**src/design/sawh_pkg.sv**
```systemverilog
package sawh_pkg;

    localparam int ARENA_BYTES  = 4096;
    localparam int HEADER_BYTES = 8;
    localparam int ADDR_W       = $clog2(ARENA_BYTES);
    localparam int OFS_W        = 13;
    localparam int ALIGN_W      = 4;
    localparam int ADJ_W        = 12;
    localparam int ENTRY_W      = ADJ_W + OFS_W;

    typedef enum logic [1:0] {
        OP_ALLOC    = 2'd0,
        OP_FREE     = 2'd1,
        OP_ROLLBACK = 2'd2,
        OP_RESET    = 2'd3
    } t_opcode;

    typedef enum logic [2:0] {
        ST_OK         = 3'd0,
        ST_NO_SPACE   = 3'd1,
        ST_NULL       = 3'd2,
        ST_BAD_HEADER = 3'd3,
        ST_NOT_TOP    = 3'd4,
        ST_BAD_MARKER = 3'd5
    } t_status;

    typedef struct packed {
        logic [1:0]         opcode;
        logic [OFS_W-1:0]   request_bytes;
        logic [ALIGN_W-1:0] align_log2;
        logic [OFS_W-1:0]   free_offset;
        logic [OFS_W-1:0]   marker_offset;
    } t_req_item;

    typedef struct packed {
        logic [2:0]         status;
        logic [OFS_W-1:0]   granted_offset;
        logic [OFS_W-1:0]   granted_bytes;
        logic [ALIGN_W-1:0] granted_align_log2;
        logic [OFS_W-1:0]   used_bytes;
        logic [OFS_W-1:0]   peak_bytes;
    } t_rsp_item;

    typedef struct packed {
        logic clear;
        logic capture;
        logic commit;
    } t_ctrl_cmd;

    typedef struct packed {
        logic clr_done;
    } t_ctrl_sts;

endpackage

```
**src/design/sawh_ctrl.sv**
```systemverilog
module sawh_ctrl (
    input  logic                 i_clk,
    input  logic                 i_rst_n,
    input  logic                 i_req_valid,
    output logic                 o_req_ready,
    output logic                 o_rsp_valid,
    input  logic                 i_rsp_ready,
    output sawh_pkg::t_ctrl_cmd  o_cmd,
    input  sawh_pkg::t_ctrl_sts  i_sts
);
    import sawh_pkg::*;

    typedef enum logic [1:0] {
        S_CLEAR,
        S_IDLE,
        S_EXEC
    } t_state;

    t_state r_state, n_state;
    logic   r_in_ready;
    logic   r_out_valid;
    logic   accept;
    logic   commit;

    assign accept = r_in_ready & i_req_valid;
    // The result is written only when the output register is empty or emptying.
    assign commit = (r_state == S_EXEC) && (!r_out_valid || i_rsp_ready);

    always_comb begin
        n_state = r_state;
        case (r_state)
            S_CLEAR: begin
                if (i_sts.clr_done) n_state = S_IDLE;
            end
            S_IDLE: begin
                if (accept) n_state = S_EXEC;
            end
            S_EXEC: begin
                if (commit) n_state = S_IDLE;
            end
            default: n_state = S_CLEAR;
        endcase
    end

    always_ff @(posedge i_clk) begin
        if (!i_rst_n) begin
            r_state     <= S_CLEAR;
            r_in_ready  <= 1'b0;
            r_out_valid <= 1'b0;
        end else begin
            r_state    <= n_state;
            r_in_ready <= (n_state == S_IDLE);
            if (commit) begin
                r_out_valid <= 1'b1;
            end else if (i_rsp_ready) begin
                r_out_valid <= 1'b0;
            end
        end
    end

    assign o_req_ready   = r_in_ready;
    assign o_rsp_valid   = r_out_valid;
    assign o_cmd.clear   = (r_state == S_CLEAR);
    assign o_cmd.capture = accept;
    assign o_cmd.commit  = commit;

endmodule

```
**config.mk**
```make
export PLATFORM = sky130hd
export DESIGN_NAME = sawh_ctrl
export DESIGN_NICKNAME = d
export VERILOG_FILES = /design/src/design/sawh_pkg.sv /design/src/design/sawh_ctrl.sv
export SDC_FILE = /design/constraint.sdc
export NUM_CORES = 1
export LEC_CHECK = 0
export ABC_CLOCK_PERIOD_IN_PS = 900
export BUFFER_PORTS_ARGS = -buffer_cell sky130_fd_sc_hd__buf_4
export CAP_MARGIN = 30
export CELL_PAD_IN_SITES_DETAIL_PLACEMENT = 2
export CELL_PAD_IN_SITES_GLOBAL_PLACEMENT = 2
export CORE_AREA = 2 2 39 41
export DETAILED_ROUTE_END_ITERATION = 7
export DIE_AREA = 0 0 41 43
export PLACE_DENSITY_LB_ADDON = 0.1
export SYNTH_ARGS = -nofsm -noshare
export SYNTH_HDL_FRONTEND = slang
export SYNTH_SLANG_ARGS = --single-unit
```
**constraint.sdc**
```tcl
create_clock -name i_clk -period 0.9 [get_ports i_clk]
set_input_delay 0.18 -clock i_clk [delete_from_list [all_inputs] [get_ports i_clk]]
set_output_delay 0.18 -clock i_clk [all_outputs]
set_load 0.005 [all_outputs]
```
==> results.cfg <==
[critical_path]
path_max_fanout = 2
cp.required_ps = 720
arrival_ps = 930
cp_top_family = flip-flops
r2r_slack_ps = -50
cp_num_buf_inv = 1
critical_path.startpoint_type = register
crit_path_end_kind = output pin
crit_slowest_cell = dfxtp_4
cpPeakStageDelay_ps = 330
critPathKind = reg2out
crit_chain = nand2b_4 -> nor2b_4 -> buf_6

[timing]
fin_ws_ps = -212
hold_viol_final = 0
rsz0062_at_grt = true
relSlewSlack = 0.859
max_clock_freq_mhz = 899
finalCritPeriodShare = 1.24
fin_worst_skew_ps = 2.36
setup_viol = 8
worst_slew_pin_slew_ps = 211
min_period_ps = 1110
maxSlewViolCount = 0

[hold_path]
hp-class = in2reg

[floorplan]
rows = 14
dieArea_sq_um = 1760
die_y_um = 43
core-area_sq_um = 1380
die_w_um = 41
pin_count = 10
initial_core_util = 0.139

[cells_and_area]
instances_no_fill = 52
final_util = 0.297
drive_gt1_frac = 0.861
final_nets = 43
syn2layout_area_growth_pct = 113
diodes = 0

[synthesis]
avgSynthCellArea_sq_um = 10.1
synth-seq-cells = 4
synth_commonest_cells = dfxtp_1 (4), buf_4 (2), nor2_1 (2), o21a_1 (2)
ys.warnings.count = 0
synth_edf_count = 0
async_flop_share = 0
synth_fp_nets = 24
ys_types = 13
yosysTopAreaCellShare = 0.416
yosysTopAreaCell = dfxtp_1
synth_ff_type = dfxtp_1
synthCells = 19
netlist_area_sq_um = 193
ys_seq_area_frac = 0.416
yosys-top-cells-area = dfxtp_1 (42%), buf_4 (7.8%), o21a_1 (7.8%)
yosysMostFrequentCell = dfxtp_1

[clock_tree]
cts.sinks = 4
cts_tree = done
h-tree-depth = 1
clkSlewWorstSetupHoldPaths_ps = 30
numCtsBuffers = 3
cts_root_buffer = clkbuf_4
cts_buffer_depth = 2
hold_buffers = 0
clk_latency_ps = 230

[drt]
vias_per_cell = 3.81
dr_total_vias = 198
ant_nets = 0
wl_um = 625
dr.pass1.iters = 1
drt_iter0_markers = 0
drcViolationCount = 0
drt-wirelength-per-cell_um = 12.0

[status]
status = finished, violations left
failed_checks = setup timing

[global_routing]
grt_pass1_wl_um = 1030
antenna_found_initial = 0
overflow = 0
grt_max_degree = 5
grt_pass1_vias = 237
grt_usage = 0.0912

[power_and_ir_drop]
p_leak_nw = 0.183
ir_drop_mv = 0.459
power_mw = 0.523
power_density_nw_per_um2 = 1270

[placement]
dp_hpwl_um = 407
port_buffers = 9
gp_congestion = 0.601
dp.cells = 45

[job]
drv_cap = 0
==> timing repair <==
item | CTS | global route
pin swaps | 5 | 3
setup buffers | 4 | 1
endpoints found under the setup margin | 7 | 8
resized for setup | 16 | 4
==> registers in the layout (all words and copies together), names as in the netlist <==
| name | cells |
|---|---|
| o_req_ready | 1 |
| o_rsp_valid | 1 |
| r_state | 2 |
==> where the power goes <==
part           total (mW)  switching [mW]  internal [mW]
logic               0.115          0.0419         0.0733
registers           0.193         0.00665          0.186
clock network       0.215          0.0665          0.149
total               0.523           0.115          0.408
==> kinds of logic (layout without fill, tap and decap cells) <==
family | after synthesis | count (layout) | synth area share
AO/OA/AOI/OAI | 5 | 5 | 0.214
AND/OR/NAND/NOR | 8 | 8 | 0.292
flip-flops | 4 | 4 | 0.416
buffers and inverters | 2 | 19 | 0.0779
==> per-layer routing <==
layer | global-route usage | vias up | wire (um)
li1 | - | 97 | -
met1 | 0.0927 | 95 | 215
met2 | 0.147 | 6 | 377
met3 | 0.0157 | 0 | 32
met4 | 0.0800 | 0 | 0
met5 | 0 | - | 0
==> cells in the final DEF, fill, tap and decap left out <==
cell type,instances
buf_4,11
buf_6,5
clkbuf_4,3
nand2b_4,2
nor2_4,2
o21a_1,2
dfxtp_2,2
dfxtp_4,2
nor2b_4,1
and2_4,1
a211oi_4,1
a21boi_1,1
nand3_1,1
o22ai_2,1
and2_1,1
==> final cells by class <==
cell class              instances  area [sq um]
clock buffers                   3          22.5
fillers                       159           973
multi-input cells              13           139
flip-flops and latches          4          90.1
well taps                      16          20.0
repair buffers                 16           139
==> per-stage QoR <==
step	setup TNS, ps	worst slack [ps]	instance area (sq um)	hold slack [ps]
floorplan	0	1.25	193	298
global placement	-116	-48.2	288	419
detailed placement	-200	-64.4	288	419
CTS	-638	-209	392	184
global route	-905	-259	410	186
finish	-638	-212	410	184
==> worst paths after layout <==
kind	from	to	depth (start not counted)
max	r_state[0]	o_cmd[0]	3
min	i_rst_n	o_req_ready	2
max reg2reg	r_state[0]	r_state[1]	4
min reg2reg	o_rsp_valid	o_rsp_valid	3
Note: power is estimated with default switching activity, not from simulation.
